**src/design/sft_pkg.sv**
```systemverilog
// ----------------------------------------------------------------------------
// SMT fetch thread selector package
// Shared types, field widths, register indexes and mode codes.
// ----------------------------------------------------------------------------
package sft_pkg;

  localparam int unsigned THREADS_DEF = 4;
  localparam int unsigned NFIELDS     = 4;

  localparam int unsigned FILL_W    = 10;
  localparam int unsigned RET_W     = 32;
  localparam int unsigned SHARE_W   = 5;
  localparam int unsigned LVL_W     = 2;
  localparam int unsigned STALL_W   = 8;
  localparam int unsigned CYC_W     = 21;
  localparam int unsigned QUANTUM_W = 20;
  localparam int unsigned PTR_OUT_W = 2;

  localparam int unsigned CFG_IDX_W  = 3;
  localparam int unsigned CFG_DATA_W = 20;

  localparam logic [CYC_W-1:0] CYC_MAX    = {CYC_W{1'b1}};
  localparam logic [RET_W:0]   FAIR_LIMIT = 33'd100000;

  // Configuration register indexes.
  localparam logic [CFG_IDX_W-1:0] CFG_FETCH_KIND     = 3'd0;
  localparam logic [CFG_IDX_W-1:0] CFG_FETCH_POLICY   = 3'd1;
  localparam logic [CFG_IDX_W-1:0] CFG_FETCH_WIDTH    = 3'd2;
  localparam logic [CFG_IDX_W-1:0] CFG_ROB_SIZE       = 3'd3;
  localparam logic [CFG_IDX_W-1:0] CFG_SWITCH_QUANTUM = 3'd4;
  localparam logic [CFG_IDX_W-1:0] CFG_SWITCH_PENALTY = 3'd5;

  // Fetch kinds and policies.
  localparam logic [1:0] KIND_MULTI  = 2'd0;
  localparam logic [1:0] KIND_SOE    = 2'd1;
  localparam logic [1:0] KIND_SLICE  = 2'd2;
  localparam logic       POLICY_ICOUNT = 1'b0;
  localparam logic       POLICY_EQUAL  = 1'b1;

  // Register reset values.
  localparam logic [1:0]           RST_FETCH_KIND     = KIND_MULTI;
  localparam logic                 RST_FETCH_POLICY   = POLICY_ICOUNT;
  localparam logic [SHARE_W-1:0]   RST_FETCH_WIDTH    = 5'd4;
  localparam logic [FILL_W-1:0]    RST_ROB_SIZE       = 10'd64;
  localparam logic [QUANTUM_W-1:0] RST_SWITCH_QUANTUM = 20'd1000;
  localparam logic [STALL_W-1:0]   RST_SWITCH_PENALTY = 8'd0;

  typedef struct packed {
    logic [1:0]           fetch_kind;
    logic                 fetch_policy;
    logic [SHARE_W-1:0]   fetch_width;
    logic [FILL_W-1:0]    rob_size;
    logic [QUANTUM_W-1:0] switch_quantum;
    logic [STALL_W-1:0]   switch_penalty;
    logic [FILL_W-1:0]    thr_hi;   // rob_size * 3 / 4
    logic [FILL_W-1:0]    thr_mid;  // rob_size * 2 / 4
  } cfg_t;

  typedef struct packed {
    logic [3:0]        ready_mask;
    logic [3:0]        running_mask;
    logic [3:0]        longlat_mask;
    logic [FILL_W-1:0] rob_fill_0;
    logic [FILL_W-1:0] rob_fill_1;
    logic [FILL_W-1:0] rob_fill_2;
    logic [FILL_W-1:0] rob_fill_3;
    logic [RET_W-1:0]  retired_0;
    logic [RET_W-1:0]  retired_1;
    logic [RET_W-1:0]  retired_2;
    logic [RET_W-1:0]  retired_3;
  } in_word_t;

  typedef struct packed {
    logic [SHARE_W-1:0]   share_0;
    logic [SHARE_W-1:0]   share_1;
    logic [SHARE_W-1:0]   share_2;
    logic [SHARE_W-1:0]   share_3;
    logic [PTR_OUT_W-1:0] pointer_thread;
    logic                 none_fetchable;
  } out_word_t;

endpackage

```
**src/design/sft_stream_if.sv**
```systemverilog
// ----------------------------------------------------------------------------
// Valid/ready stream channel
// Carries one word per handshake; source drives valid and data, sink ready.
// ----------------------------------------------------------------------------
interface sft_stream_if #(
  parameter type data_t = logic
);
  logic  valid;
  logic  ready;
  data_t data;

  modport source (output valid, output data, input ready);
  modport sink   (input valid, input data, output ready);
endinterface

```
**src/design/smt_fetch_thread_selector_core.sv**
```systemverilog
// ----------------------------------------------------------------------------
// SMT fetch thread selector
// Shares the fetch width among hardware threads once per processor cycle.
// ----------------------------------------------------------------------------
// Flow: a word is accepted in S_IDLE; the pointer then visits threads in S_GRANT,
// S_SEARCH or S_SLICE as the fetch kind needs, and the result word sits in the
// output register until taken. ICOUNT and equal round robin visit until the fetch
// width is spent; switch on event searches for a new thread; timeslice steps to
// the next fetchable thread. One word is in flight over the single grant/compare unit.
// Reset is asynchronous: pointer, stall and cycle counters clear, registers
// return to their defaults.
module smt_fetch_thread_selector_core
  import sft_pkg::*;
#(
  parameter int unsigned THREADS = THREADS_DEF
)
(
  input  logic                  clk_i,
  input  logic                  rst_ni,
  input  logic                  cfg_we_i,
  input  logic [CFG_IDX_W-1:0]  cfg_idx_i,
  input  logic [CFG_DATA_W-1:0] cfg_wdata_i,
  sft_stream_if.sink            in_i,
  sft_stream_if.source          out_o
);

  localparam int unsigned PTR_W = $clog2(THREADS);
  localparam logic [PTR_W-1:0] LAST = PTR_W'(THREADS - 1);

  localparam logic [2:0] S_IDLE   = 3'd0;
  localparam logic [2:0] S_GRANT  = 3'd1;
  localparam logic [2:0] S_SEARCH = 3'd2;
  localparam logic [2:0] S_SLICE  = 3'd3;
  localparam logic [2:0] S_OUT    = 3'd4;

  cfg_t cfg;

  sft_cfg_regs u_cfg (
    .clk_i       (clk_i),
    .rst_ni      (rst_ni),
    .cfg_we_i    (cfg_we_i),
    .cfg_idx_i   (cfg_idx_i),
    .cfg_wdata_i (cfg_wdata_i),
    .cfg_o       (cfg)
  );

  // Per-thread view of the input word; threads without fields read as idle.
  logic [THREADS-1:0]             rdy_w, run_w, lng_w;
  logic [THREADS-1:0][FILL_W-1:0] fill_w;
  logic [THREADS-1:0][RET_W-1:0]  ret_w;
  logic [NFIELDS-1:0][FILL_W-1:0] fill_in;
  logic [NFIELDS-1:0][RET_W-1:0]  ret_in;

  assign fill_in[0] = in_i.data.rob_fill_0;
  assign fill_in[1] = in_i.data.rob_fill_1;
  assign fill_in[2] = in_i.data.rob_fill_2;
  assign fill_in[3] = in_i.data.rob_fill_3;
  assign ret_in[0]  = in_i.data.retired_0;
  assign ret_in[1]  = in_i.data.retired_1;
  assign ret_in[2]  = in_i.data.retired_2;
  assign ret_in[3]  = in_i.data.retired_3;

  for (genvar t = 0; t < THREADS; t++) begin : g_fields
    if (t < NFIELDS) begin : g_live
      assign rdy_w[t]  = in_i.data.ready_mask[t];
      assign run_w[t]  = in_i.data.running_mask[t];
      assign lng_w[t]  = in_i.data.longlat_mask[t];
      assign fill_w[t] = fill_in[t];
      assign ret_w[t]  = ret_in[t];
    end else begin : g_idle
      assign rdy_w[t]  = 1'b0;
      assign run_w[t]  = 1'b0;
      assign lng_w[t]  = 1'b0;
      assign fill_w[t] = '0;
      assign ret_w[t]  = '0;
    end
  end

  logic [2:0]                      state_q, state_d;
  logic [PTR_W-1:0]                ptr_q, ptr_d, cand_q, cand_d;
  logic [THREADS-1:0][STALL_W-1:0] stall_q, stall_d;
  logic [CYC_W-1:0]                cyc_q, cyc_d;
  logic [THREADS-1:0][SHARE_W-1:0] quant_q, quant_d;
  logic [THREADS-1:0][LVL_W-1:0]   lvl_q, lvl_d;
  logic [THREADS-1:0]              can_q, can_d;
  logic [SHARE_W-1:0]              total_q, total_d;
  logic                            must_q, must_d;
  logic                            none_q, none_d;
  logic [THREADS-1:0]              lng_q;
  logic [THREADS-1:0][RET_W-1:0]   ret_q;
  logic [RET_W-1:0]                ret_cur_q;

  // Accept-cycle evaluation: stall countdown, fetchable set and grant levels (ICOUNT or equal).
  logic [THREADS-1:0][STALL_W-1:0] stall_dec;
  logic [THREADS-1:0]              can_w;
  logic [THREADS-1:0][LVL_W-1:0]   lvl_w;
  logic                            any_can, any_lvl, soe_trigger;

  always_comb begin
    any_can = 1'b0;
    any_lvl = 1'b0;
    for (int t = 0; t < THREADS; t++) begin
      stall_dec[t] = (stall_q[t] != '0) ? stall_q[t] - STALL_W'(1) : stall_q[t];
      can_w[t]     = rdy_w[t] && (stall_dec[t] == '0);
      if (!can_w[t]) begin
        lvl_w[t] = 2'd0;
      end else if (cfg.fetch_policy == POLICY_EQUAL) begin
        lvl_w[t] = 2'd1;
      end else if (fill_w[t] > cfg.thr_hi) begin
        lvl_w[t] = 2'd0;
      end else if (fill_w[t] > cfg.thr_mid) begin
        lvl_w[t] = 2'd1;
      end else begin
        lvl_w[t] = 2'd2;
      end
      any_can = any_can | can_w[t];
      any_lvl = any_lvl | (lvl_w[t] != 2'd0);
    end
    soe_trigger = (cyc_q > {1'b0, cfg.switch_quantum}) || lng_w[ptr_q] || !run_w[ptr_q];
  end

  logic [PTR_W-1:0]   ptr_nx, cand_nx;
  logic [SHARE_W-1:0] lvl_ext, cut;
  logic               unfair;

  assign ptr_nx  = (ptr_q == LAST) ? '0 : ptr_q + PTR_W'(1);
  assign cand_nx = (cand_q == LAST) ? '0 : cand_q + PTR_W'(1);
  assign lvl_ext = {3'b000, lvl_q[ptr_nx]};
  assign cut     = (lvl_ext > total_q) ? total_q : lvl_ext;
  assign unfair  = {1'b0, ret_q[cand_q]} > ({1'b0, ret_cur_q} + FAIR_LIMIT);

  always_comb begin
    state_d = state_q;
    ptr_d   = ptr_q;
    cand_d  = cand_q;
    stall_d = stall_q;
    cyc_d   = cyc_q;
    quant_d = quant_q;
    lvl_d   = lvl_q;
    can_d   = can_q;
    total_d = total_q;
    must_d  = must_q;
    none_d  = none_q;
    unique case (state_q)
      S_IDLE: begin
        if (in_i.valid) begin
          stall_d = stall_dec;
          cyc_d   = (cyc_q == CYC_MAX) ? cyc_q : cyc_q + CYC_W'(1);
          quant_d = '0;
          can_d   = can_w;
          lvl_d   = lvl_w;
          total_d = cfg.fetch_width;
          none_d  = 1'b0;
          state_d = S_OUT;
          if (!any_can) begin
            none_d = 1'b1;
          end else begin
            unique case (cfg.fetch_kind)
              KIND_MULTI: begin
                if (!any_lvl) begin
                  none_d = 1'b1;
                end else if (cfg.fetch_width != '0) begin
                  state_d = S_GRANT;
                end
              end
              KIND_SOE: begin
                if (soe_trigger) begin
                  cand_d  = ptr_nx;
                  must_d  = !run_w[ptr_q];
                  state_d = S_SEARCH;
                end else if (can_w[ptr_q]) begin
                  quant_d[ptr_q] = cfg.fetch_width;
                end
              end
              KIND_SLICE: state_d = S_SLICE;
              default: ;
            endcase
          end
        end
      end
      S_GRANT: begin
        // One thread visited per cycle; its level is cut to the slots left.
        ptr_d = ptr_nx;
        if (lvl_ext != '0) begin
          quant_d[ptr_nx] = quant_q[ptr_nx] + cut;
          lvl_d[ptr_nx]   = cut[LVL_W-1:0];
          total_d         = total_q - cut;
          if (total_q == cut) begin
            state_d = S_OUT;
          end
        end
      end
      S_SEARCH: begin
        if (cand_q == ptr_q) begin
          if (can_q[ptr_q]) begin
            quant_d[ptr_q] = cfg.fetch_width;
          end
          state_d = S_OUT;
        end else if (can_q[cand_q] && (must_q || (!unfair && !lng_q[cand_q]))) begin
          // Switch: the new thread starts with the penalty as its stall.
          ptr_d          = cand_q;
          stall_d[cand_q] = cfg.switch_penalty;
          cyc_d          = CYC_W'(1);
          if (cfg.switch_penalty == '0) begin
            quant_d[cand_q] = cfg.fetch_width;
          end
          state_d = S_OUT;
        end else begin
          cand_d = cand_nx;
        end
      end
      S_SLICE: begin
        ptr_d = ptr_nx;
        if (can_q[ptr_nx]) begin
          quant_d[ptr_nx] = cfg.fetch_width;
          state_d         = S_OUT;
        end
      end
      S_OUT: begin
        if (out_o.ready) begin
          state_d = S_IDLE;
        end
      end
      default: state_d = S_IDLE;
    endcase
  end

  always_ff @(posedge clk_i or negedge rst_ni) begin
    if (!rst_ni) begin
      state_q <= S_IDLE;
      ptr_q   <= '0;
      cand_q  <= '0;
      stall_q <= '0;
      cyc_q   <= '0;
      quant_q <= '0;
      lvl_q   <= '0;
      can_q   <= '0;
      total_q <= '0;
      must_q  <= 1'b0;
      none_q  <= 1'b0;
    end else begin
      state_q <= state_d;
      ptr_q   <= ptr_d;
      cand_q  <= cand_d;
      stall_q <= stall_d;
      cyc_q   <= cyc_d;
      quant_q <= quant_d;
      lvl_q   <= lvl_d;
      can_q   <= can_d;
      total_q <= total_d;
      must_q  <= must_d;
      none_q  <= none_d;
    end
  end

  // Word payload captured at accept for the switch-on-event search.
  always_ff @(posedge clk_i) begin
    if (state_q == S_IDLE && in_i.valid) begin
      lng_q     <= lng_w;
      ret_q     <= ret_w;
      ret_cur_q <= ret_w[ptr_q];
    end
  end

  logic [NFIELDS-1:0][SHARE_W-1:0] share_w;

  for (genvar t = 0; t < NFIELDS; t++) begin : g_share
    if (t < THREADS) begin : g_on
      assign share_w[t] = quant_q[t];
    end else begin : g_off
      assign share_w[t] = '0;
    end
  end

  assign in_i.ready  = (state_q == S_IDLE);
  assign out_o.valid = (state_q == S_OUT);

  always_comb begin
    out_o.data.share_0        = share_w[0];
    out_o.data.share_1        = share_w[1];
    out_o.data.share_2        = share_w[2];
    out_o.data.share_3        = share_w[3];
    out_o.data.pointer_thread = PTR_OUT_W'(ptr_q);
    out_o.data.none_fetchable = none_q;
  end

endmodule

```
**src/design/sft_cfg_regs.sv**
```systemverilog
// ----------------------------------------------------------------------------
// Fetch selector configuration registers
// Write-only register file with the ICOUNT occupancy thresholds derived.
// ----------------------------------------------------------------------------
module sft_cfg_regs
  import sft_pkg::*;
(
  input  logic                  clk_i,
  input  logic                  rst_ni,
  input  logic                  cfg_we_i,
  input  logic [CFG_IDX_W-1:0]  cfg_idx_i,
  input  logic [CFG_DATA_W-1:0] cfg_wdata_i,
  output cfg_t                  cfg_o
);

  logic [1:0]           kind_q;
  logic                 policy_q;
  logic [SHARE_W-1:0]   width_q;
  logic [FILL_W-1:0]    rob_q;
  logic [QUANTUM_W-1:0] quantum_q;
  logic [STALL_W-1:0]   penalty_q;
  logic [FILL_W+1:0]    rob_x3;

  always_ff @(posedge clk_i or negedge rst_ni) begin
    if (!rst_ni) begin
      kind_q    <= RST_FETCH_KIND;
      policy_q  <= RST_FETCH_POLICY;
      width_q   <= RST_FETCH_WIDTH;
      rob_q     <= RST_ROB_SIZE;
      quantum_q <= RST_SWITCH_QUANTUM;
      penalty_q <= RST_SWITCH_PENALTY;
    end else if (cfg_we_i) begin
      unique case (cfg_idx_i)
        CFG_FETCH_KIND:     kind_q    <= cfg_wdata_i[1:0];
        CFG_FETCH_POLICY:   policy_q  <= cfg_wdata_i[0];
        CFG_FETCH_WIDTH:    width_q   <= cfg_wdata_i[SHARE_W-1:0];
        CFG_ROB_SIZE:       rob_q     <= cfg_wdata_i[FILL_W-1:0];
        CFG_SWITCH_QUANTUM: quantum_q <= cfg_wdata_i[QUANTUM_W-1:0];
        CFG_SWITCH_PENALTY: penalty_q <= cfg_wdata_i[STALL_W-1:0];
        default: ;
      endcase
    end
  end

  assign rob_x3 = {2'b00, rob_q} + {1'b0, rob_q, 1'b0};

  always_comb begin
    cfg_o.fetch_kind     = kind_q;
    cfg_o.fetch_policy   = policy_q;
    cfg_o.fetch_width    = width_q;
    cfg_o.rob_size       = rob_q;
    cfg_o.switch_quantum = quantum_q;
    cfg_o.switch_penalty = penalty_q;
    cfg_o.thr_hi         = rob_x3[FILL_W+1:2];
    cfg_o.thr_mid        = {1'b0, rob_q[FILL_W-1:1]};
  end

endmodule

```
**src/flat_wrapper.sv**
```systemverilog
// flat-port wrapper written by rule: the top's interface ports become plain ports
module smt_fetch_thread_selector_core_flat import sft_pkg::*;
#(
  parameter int unsigned THREADS = THREADS_DEF
)
  (clk_i, rst_ni, cfg_we_i, cfg_idx_i, cfg_wdata_i, in_i_valid, in_i_data, in_i_ready, out_o_valid, out_o_data, out_o_ready);
  sft_stream_if #(.data_t(in_word_t)) in_i_i ();
  sft_stream_if #(.data_t(out_word_t)) out_o_i ();
  input  logic clk_i;
  input  logic rst_ni;
  input  logic cfg_we_i;
  input  logic [CFG_IDX_W-1:0] cfg_idx_i;
  input  logic [CFG_DATA_W-1:0] cfg_wdata_i;
  input wire logic [$bits(in_i_i.valid)-1:0] in_i_valid;
  input wire logic [$bits(in_i_i.data)-1:0] in_i_data;
  output wire logic [$bits(in_i_i.ready)-1:0] in_i_ready;
  output wire logic [$bits(out_o_i.valid)-1:0] out_o_valid;
  output wire logic [$bits(out_o_i.data)-1:0] out_o_data;
  input wire logic [$bits(out_o_i.ready)-1:0] out_o_ready;
  assign in_i_i.valid = in_i_valid;
  assign in_i_i.data = in_i_data;
  assign in_i_ready = in_i_i.ready;
  assign out_o_valid = out_o_i.valid;
  assign out_o_data = out_o_i.data;
  assign out_o_i.ready = out_o_ready;
  smt_fetch_thread_selector_core #(.THREADS(THREADS)) u_core (.clk_i(clk_i), .rst_ni(rst_ni), .cfg_we_i(cfg_we_i), .cfg_idx_i(cfg_idx_i), .cfg_wdata_i(cfg_wdata_i), .in_i(in_i_i), .out_o(out_o_i));
endmodule
```
**config.mk**
```make
export PLATFORM = sky130hd
export DESIGN_NAME = smt_fetch_thread_selector_core_flat
export DESIGN_NICKNAME = d
export VERILOG_FILES = /design/src/design/sft_pkg.sv /design/src/design/sft_stream_if.sv /design/src/design/smt_fetch_thread_selector_core.sv /design/src/design/sft_cfg_regs.sv /design/src/flat_wrapper.sv
export SDC_FILE = /design/constraint.sdc
export NUM_CORES = 1
export LEC_CHECK = 0
export BUFFER_PORTS_ARGS = -buffer_cell sky130_fd_sc_hd__buf_4
export CORE_ASPECT_RATIO = 2
export CORE_MARGIN = 2
export CORE_UTILIZATION = 64
export CTS_CLUSTER_DIAMETER = 60
export DETAILED_ROUTE_END_ITERATION = 7
export GPL_ROUTABILITY_DRIVEN = 0
export GPL_TIMING_DRIVEN = 1
export PLACE_DENSITY = 0.86
export SYNTH_ARGS = -nofsm -noshare
export SYNTH_HDL_FRONTEND = slang
export SYNTH_SLANG_ARGS = --single-unit
export TNS_END_PERCENT = 1
```
**constraint.sdc**
```tcl
create_clock -name clk_i -period 11.1 [get_ports clk_i]
set_clock_uncertainty 0.15 [all_clocks]
set_input_delay 2.22 -clock clk_i [delete_from_list [all_inputs] [get_ports clk_i]]
set_output_delay 2.22 -clock clk_i [all_outputs]
set_load 0.005 [all_outputs]
```
[Yosys cells after proc, flatten, opt, wreduce, memory -nomap -nowiden]
Cells that the tools add are included.
W data, S select, Z words.
Storage, ports and cells
  register bits: 309
  bits of input ports: 208
  output and inout port bits: 25
  logic and storage cells: 266
Cells by class
  add/sub/neg operators: 11
  order comparisons: 17
  equality and inequality tests: 31
  muxes and demuxes: 114
  bitwise operators: 7
  reduce and logical (&&, ||, !) cells: 54
Operators by type and width (count)
  $mux W20: 11
  $mux W32: 5
  $bmux W32 S2: 2
  $mux W21: 4
  $bwmux W20: 4
  $pmux W20 S4: 1
  $pmux W32 S2: 1
  $mux W2: 28
  $mux W8: 7
  $pmux W21 S2: 1
  $gt A10 B10 Y1: 4
  $gt A10 B9 Y1: 4
  $logic_not A8 Y1: 5
  $mux W5: 7
  $add A32 B17 Y33 const B: 1
  $gt A32 B33 Y1: 1
  $mux W3: 11
  $bwmux W32: 1
  $reduce_bool A8 Y1: 4
  $sub A8 B1 Y8 const B: 4
  $demux W5 S2: 3
  $add A21 B1 Y21 const B: 1
  $eq A21 B21 Y1 const B: 1
  $gt A21 B20 Y1: 1
  47 further kinds: 122

[Depth between registers and ports, before layout]
  depth after elaboration: 14
  gate-level depth with buffers: 26

[Cells and area by module]
Synthesis repeated with hierarchy kept, for this count alone.
Unflattened totals
  cells, all modules: 1815
  area total of the unflattened synthesis: 19881.6 um^2
Modules (own cells, without submodules)
  smt_fetch_thread_selector_core: instances 1, cells an instance 1639, area each 17591.9 um^2, seq. area each 7402.1 um^2
  sft_cfg_regs: instances 1, cells an instance 176, area each 2289.7 um^2, seq. area each 1161.1 um^2

[Worst setup path after synthesis]
No wires, ideal clock.
  kind: input -> register
  start point: input port in_i_valid
  end point: register u_core.stall_q[18] (netlist bit)
  setup time: 0.121 ns
  arrival: 6.921 ns
  data required time: 10.829 ns
  slack: 3.908 ns
  stages on the path: 8
  buffers on the path: 1
  path through: nand2_1 inv_1 nor2_1 a21o_1 clkbuf_1 nor2_1 o21ai_0 a22o_1
Between the ends
  longest elaborated chain between the ends: 2
Ends and longest elaborated chain
  start: declaration: line flat_wrapper.sv:14  | input wire logic [$bits(in_i_i.valid)-1:0] in_i_valid;
  $ne A2 B2 Y1 (no source line)
  $reduce_and A4 Y1 (no source line)
  end signal: assignment: line smt_fetch_thread_selector_core.sv:245  | stall_q <= stall_d;
  end: declaration: line smt_fetch_thread_selector_core.sv:81  | logic [THREADS-1:0][STALL_W-1:0] stall_q, stall_d;
Every way passes these cells.
A chain may end at the register's enable or synchronous reset.

[Final worst setup path]
  start point: register u_core.ret_cur_q[5]
  end point: register u_core.stall_q[7] (netlist bit)
Between the ends
  longest elaborated chain between the ends: 8
Ends and longest elaborated chain
  start: declaration: line smt_fetch_thread_selector_core.sv:91  | logic [RET_W-1:0] ret_cur_q;
  start signal: assignment: line smt_fetch_thread_selector_core.sv:261  | ret_cur_q <= ret_w[ptr_q];
  $add A32 B17 Y33: line smt_fetch_thread_selector_core.sv:130  | assign unfair = {1'b0, ret_q[cand_q]} > ({1'b0, ret_cur_q} + FAIR_LIMIT);
  $gt A32 B33 Y1: line smt_fetch_thread_selector_core.sv:130
  $logic_not A1 Y1: line smt_fetch_thread_selector_core.sv:199  | end else if (can_q[cand_q] && (must_q || (!unfair && !lng_q[cand_q]))) begin
  $logic_and A1 B1 Y1: line smt_fetch_thread_selector_core.sv:199
  $logic_or A1 B1 Y1: line smt_fetch_thread_selector_core.sv:199
  $logic_and A1 B1 Y1: line smt_fetch_thread_selector_core.sv:199
  $ne A2 B1 Y1 (no source line)
  $reduce_and A4 Y1 (no source line)
Every way passes these cells.

==> flow_metrics.env <==
export IMPL_outcome="complete, no violations"
export IMPL_grt_first_pass_wirelength_mm=88.6
export IMPL_clock_fmax_mhz=162
export IMPL_fin_crit_sh_pct=55.5
export IMPL_drtIter0Drc=1501
export IMPL_nets=2372
export IMPL_clk_latency_ns=0.58
export IMPL_irDropWorstVdd_uv=180
export IMPL_critical_path_startpoint_type="flop"
export IMPL_slew_viol_final=0
export IMPL_cts_tree="done"
export IMPL_wire_per_inst_um=24.3
export IMPL_synth_area_leaders="edfxtp_1 25%, dfrtp_1 17%, ha_1 9.6%"
export IMPL_fp_dieArea_um2=32600
export IMPL_synth_avg_cell_area_um2=10.9
export IMPL_synth_top_flop_cell="edfxtp_1"
export IMPL_worst_endpoint_arrival_ns=6.42
export IMPL_grt_setup_unrepaired="false"
export IMPL_io_buffers=232
export IMPL_grt_max_degree=90
export IMPL_setup_violations=0
export IMPL_p_per_area_nw_per_um2=239
export IMPL_critPathRequiredTime_ns=11.36
export IMPL_drcViolationCount=0
export IMPL_synthesis_area_um2=19900
export IMPL_numCtsBuffers=28
export IMPL_cp_max_fo=26
export IMPL_root_buffer="clkbuf_16"
export IMPL_syn_inst=1816
export IMPL_path_clk_slew_ns=0.07
export IMPL_reg2regPathDepth=19
export IMPL_yosysTopAreaCell="edfxtp_1"
export IMPL_ff2ff_setup_slack_ns=4.94
export IMPL_ys_ff_latch=309
export IMPL_drv_cap=0
export IMPL_startpoint="u_core.ret_cur_q[5]"
export IMPL_cts_setup_buffers=0
export IMPL_synth_edf_count=164
export IMPL_synth_cell_types=99
export IMPL_critPathKind="reg2reg"
export IMPL_first_global_vias=17100
export IMPL_ios=233
export IMPL_die_w_um=129
export IMPL_relSlewSlack_pct=28.2
export IMPL_fin_crit_ns=6.16
export IMPL_dr_pass1_iters=7
export IMPL_core_um2=30700
export IMPL_drive_above_1_share_pct=22.2
export IMPL_r2r_end="u_core.stall_q[7]"
export IMPL_cts_hold_buf=0
export IMPL_p_leak_nw=9.53
export IMPL_yosys_area_top_type_share_pct=24.8
export IMPL_finalHoldViolCount=0
export IMPL_worst_pin_slew_ns=1.08
export IMPL_gr_total_overflow=0
export IMPL_post_cts_resize_count=0
export IMPL_htreeDepth=1
export IMPL_start_util_pct=64.6
export IMPL_hold_class="reg2reg"
export IMPL_area_delta_synth_final_pct=14.1
export IMPL_async_flop_share_pct=46.9
export IMPL_hold_start="u_core.u_cfg.quantum_q[9]"
export IMPL_dpl_hpwl_mm=42.3
export IMPL_setup_ws_ns=4.94
export IMPL_via_count=16600
export IMPL_antenna_found_initial=1
export IMPL_synth_warnings=0
export IMPL_clock_sinks=309
export IMPL_hold_end="u_core.u_cfg.quantum_q[9]"
export IMPL_ys_seq_area_share_pct=43.1
export IMPL_post_place_ws_ns=5.11
export IMPL_clockBufferDepth=3
export IMPL_synthTopCellsByCount="164 x edfxtp_1, 152 x ha_1, 137 x dfrtp_1, 128 x nor2_1, 126 x a21oi_1"
export IMPL_r2r_start="u_core.ret_cur_q[5]"
export IMPL_tns_ns=0
export IMPL_ant_nets=0
export IMPL_yosysMostFrequentCell="edfxtp_1"
export IMPL_die_height_um=253
export IMPL_hold_depth=2
export IMPL_finalWirelength_mm=58.3
export IMPL_num_rows=91
export IMPL_endpoint_kind="flop"
export IMPL_vias_per_cell=6.92
export IMPL_grt_usage_pct=35.3
[critical path, cell delays in order (launching register included)]
cell and delay, ns:
edfxtp_1 0.43, ha_1 0.25, o21ai_0 0.53, a21oi_1 0.27
nor3_1 0.41, nor2_1 0.21, nand3_1 0.17, nor2_1 0.08
xnor2_1 0.16, ha_1 0.19, a21o_1 0.19, a21o_1 0.19
a21o_1 0.18, a21o_1 0.19, a2111oi_0 0.40, o21ai_0 0.32
a21o_1 0.52, o21bai_1 0.55, o21ai_0 0.43, o21ai_1 0.16
[worst max path at each step]
stage                            to  slack, ns  depth (start not counted)
6_report          u_core.stall_q[7]       4.94                         19
3_3_place_gp   u_core.out_o.data[7]       5.34                         20
3_5_place_dp   u_core.out_o.data[7]       5.11                         20
2_1_floorplan    u_core.stall_q[18]       3.91                          8
5_1_grt           u_core.stall_q[7]       4.70                         19
4_1_cts           u_core.stall_q[7]       5.01                         19
[registers in the layout (all words and copies together), names as in the netlist]
name and flops:
u_core.u_cfg.policy_q 1, u_core.state_q 3, u_core.ret_cur_q 32, u_core.can_q 4, u_core.u_cfg.quantum_q 20, u_core.stall_q 32
u_core.none_q 1, u_core.u_cfg.kind_q 2, u_core.must_q 1, u_core.u_cfg.rob_q 10, u_core.u_cfg.penalty_q 8, u_core.lng_q 4
u_core.lvl_q 8, u_core.cand_q 2, u_core.ret_q 128, u_core.cyc_q 21, u_core.ptr_q 2, u_core.total_q 5
u_core.out_o.data 20, u_core.u_cfg.width_q 5
[through the flow]
step                utilization (%)  total power, mW  std cells  cell area (um^2)  hold WS (ns)
detailed placement             70.8             4.37       2351             21800         0.337
finish                         73.8             5.42       2404             22700         0.367
global route                   73.8             5.71       2404             22700         0.394
floorplan                         -             3.65       1817             19900         0.300
CTS                            73.8             5.36       2403             22700         0.373
global placement               70.8             4.22       2351             21800         0.327
[metal layers]
metal  global-route usage (%)  share of wire, %
met5                        0                 0
met4                     24.6               8.1
met3                     5.60               7.7
met2                     65.1                53
met1                     35.5                31
[final cells by class]
cell class,count,area [um^2]
Inverter,98,373
Sequential cell,309,8570
Timing Repair Buffer,245,1840
Antenna cell,1,2.50
Clock buffer,30,708
Multi-Input combinational cell,1327,10500
Clock inverter,22,194
Tap cell,372,465
Fill cell,2136,8060
[kinds of logic after synthesis]
group                      count (synthesis)  share of synthesized area (%)
and+or+nand+nor                          495                           12.7
AOI/OAI and AO/OA                        481                           15.6
DFF                                      309                           43.1
buffers and inverters                    181                           4.02
adders and majority gates                157                           9.97
muxes                                    122                           11.2
xor gates and xnor gates                  70                           3.36
other                                      1                         0.0189
[power by group]
group / switching (mW) / internal, mW
logic: 1.48 / 1.10
clock network: 0.456 / 0.516
registers: 0.309 / 1.56
total: 2.25 / 3.17
[cell usage in the layout (no fill, tap or decap), drive strengths merged, types with 7 or more instances in the layout]
master / synthesis / routed
buf: 26 / 245
edfxtp: 164 / 164
ha: 152 / 152
dfrtp: 137 / 137
o21ai: 135 / 135
nor2: 129 / 129
a21oi: 128 / 128
nand2: 112 / 112
inv: 98 / 101
mux4: 78 / 78
nor3: 61 / 61
a21o: 48 / 48
xnor2: 45 / 45
nand3: 43 / 43
nand4: 34 / 34
clkbuf: 55 / 30
mux2: 29 / 29
a31oi: 23 / 23
xor2: 21 / 21
a211oi: 21 / 21
mux2i: 15 / 15
o21a: 15 / 15
nand2b: 14 / 14
a311oi: 14 / 14
o22ai: 13 / 13
and2: 13 / 13
clkinv: 0 / 13
nor2b: 12 / 12
and3: 12 / 12
o31ai: 11 / 11
nor4: 11 / 11
or3: 9 / 9
o2bb2ai: 8 / 8
dfstp: 8 / 8
nor3b: 8 / 8
o22a: 8 / 8
and4: 7 / 7
o21bai: 7 / 7
a32oi: 7 / 7
No activity file was read; power rests on OpenSTA's default activity.
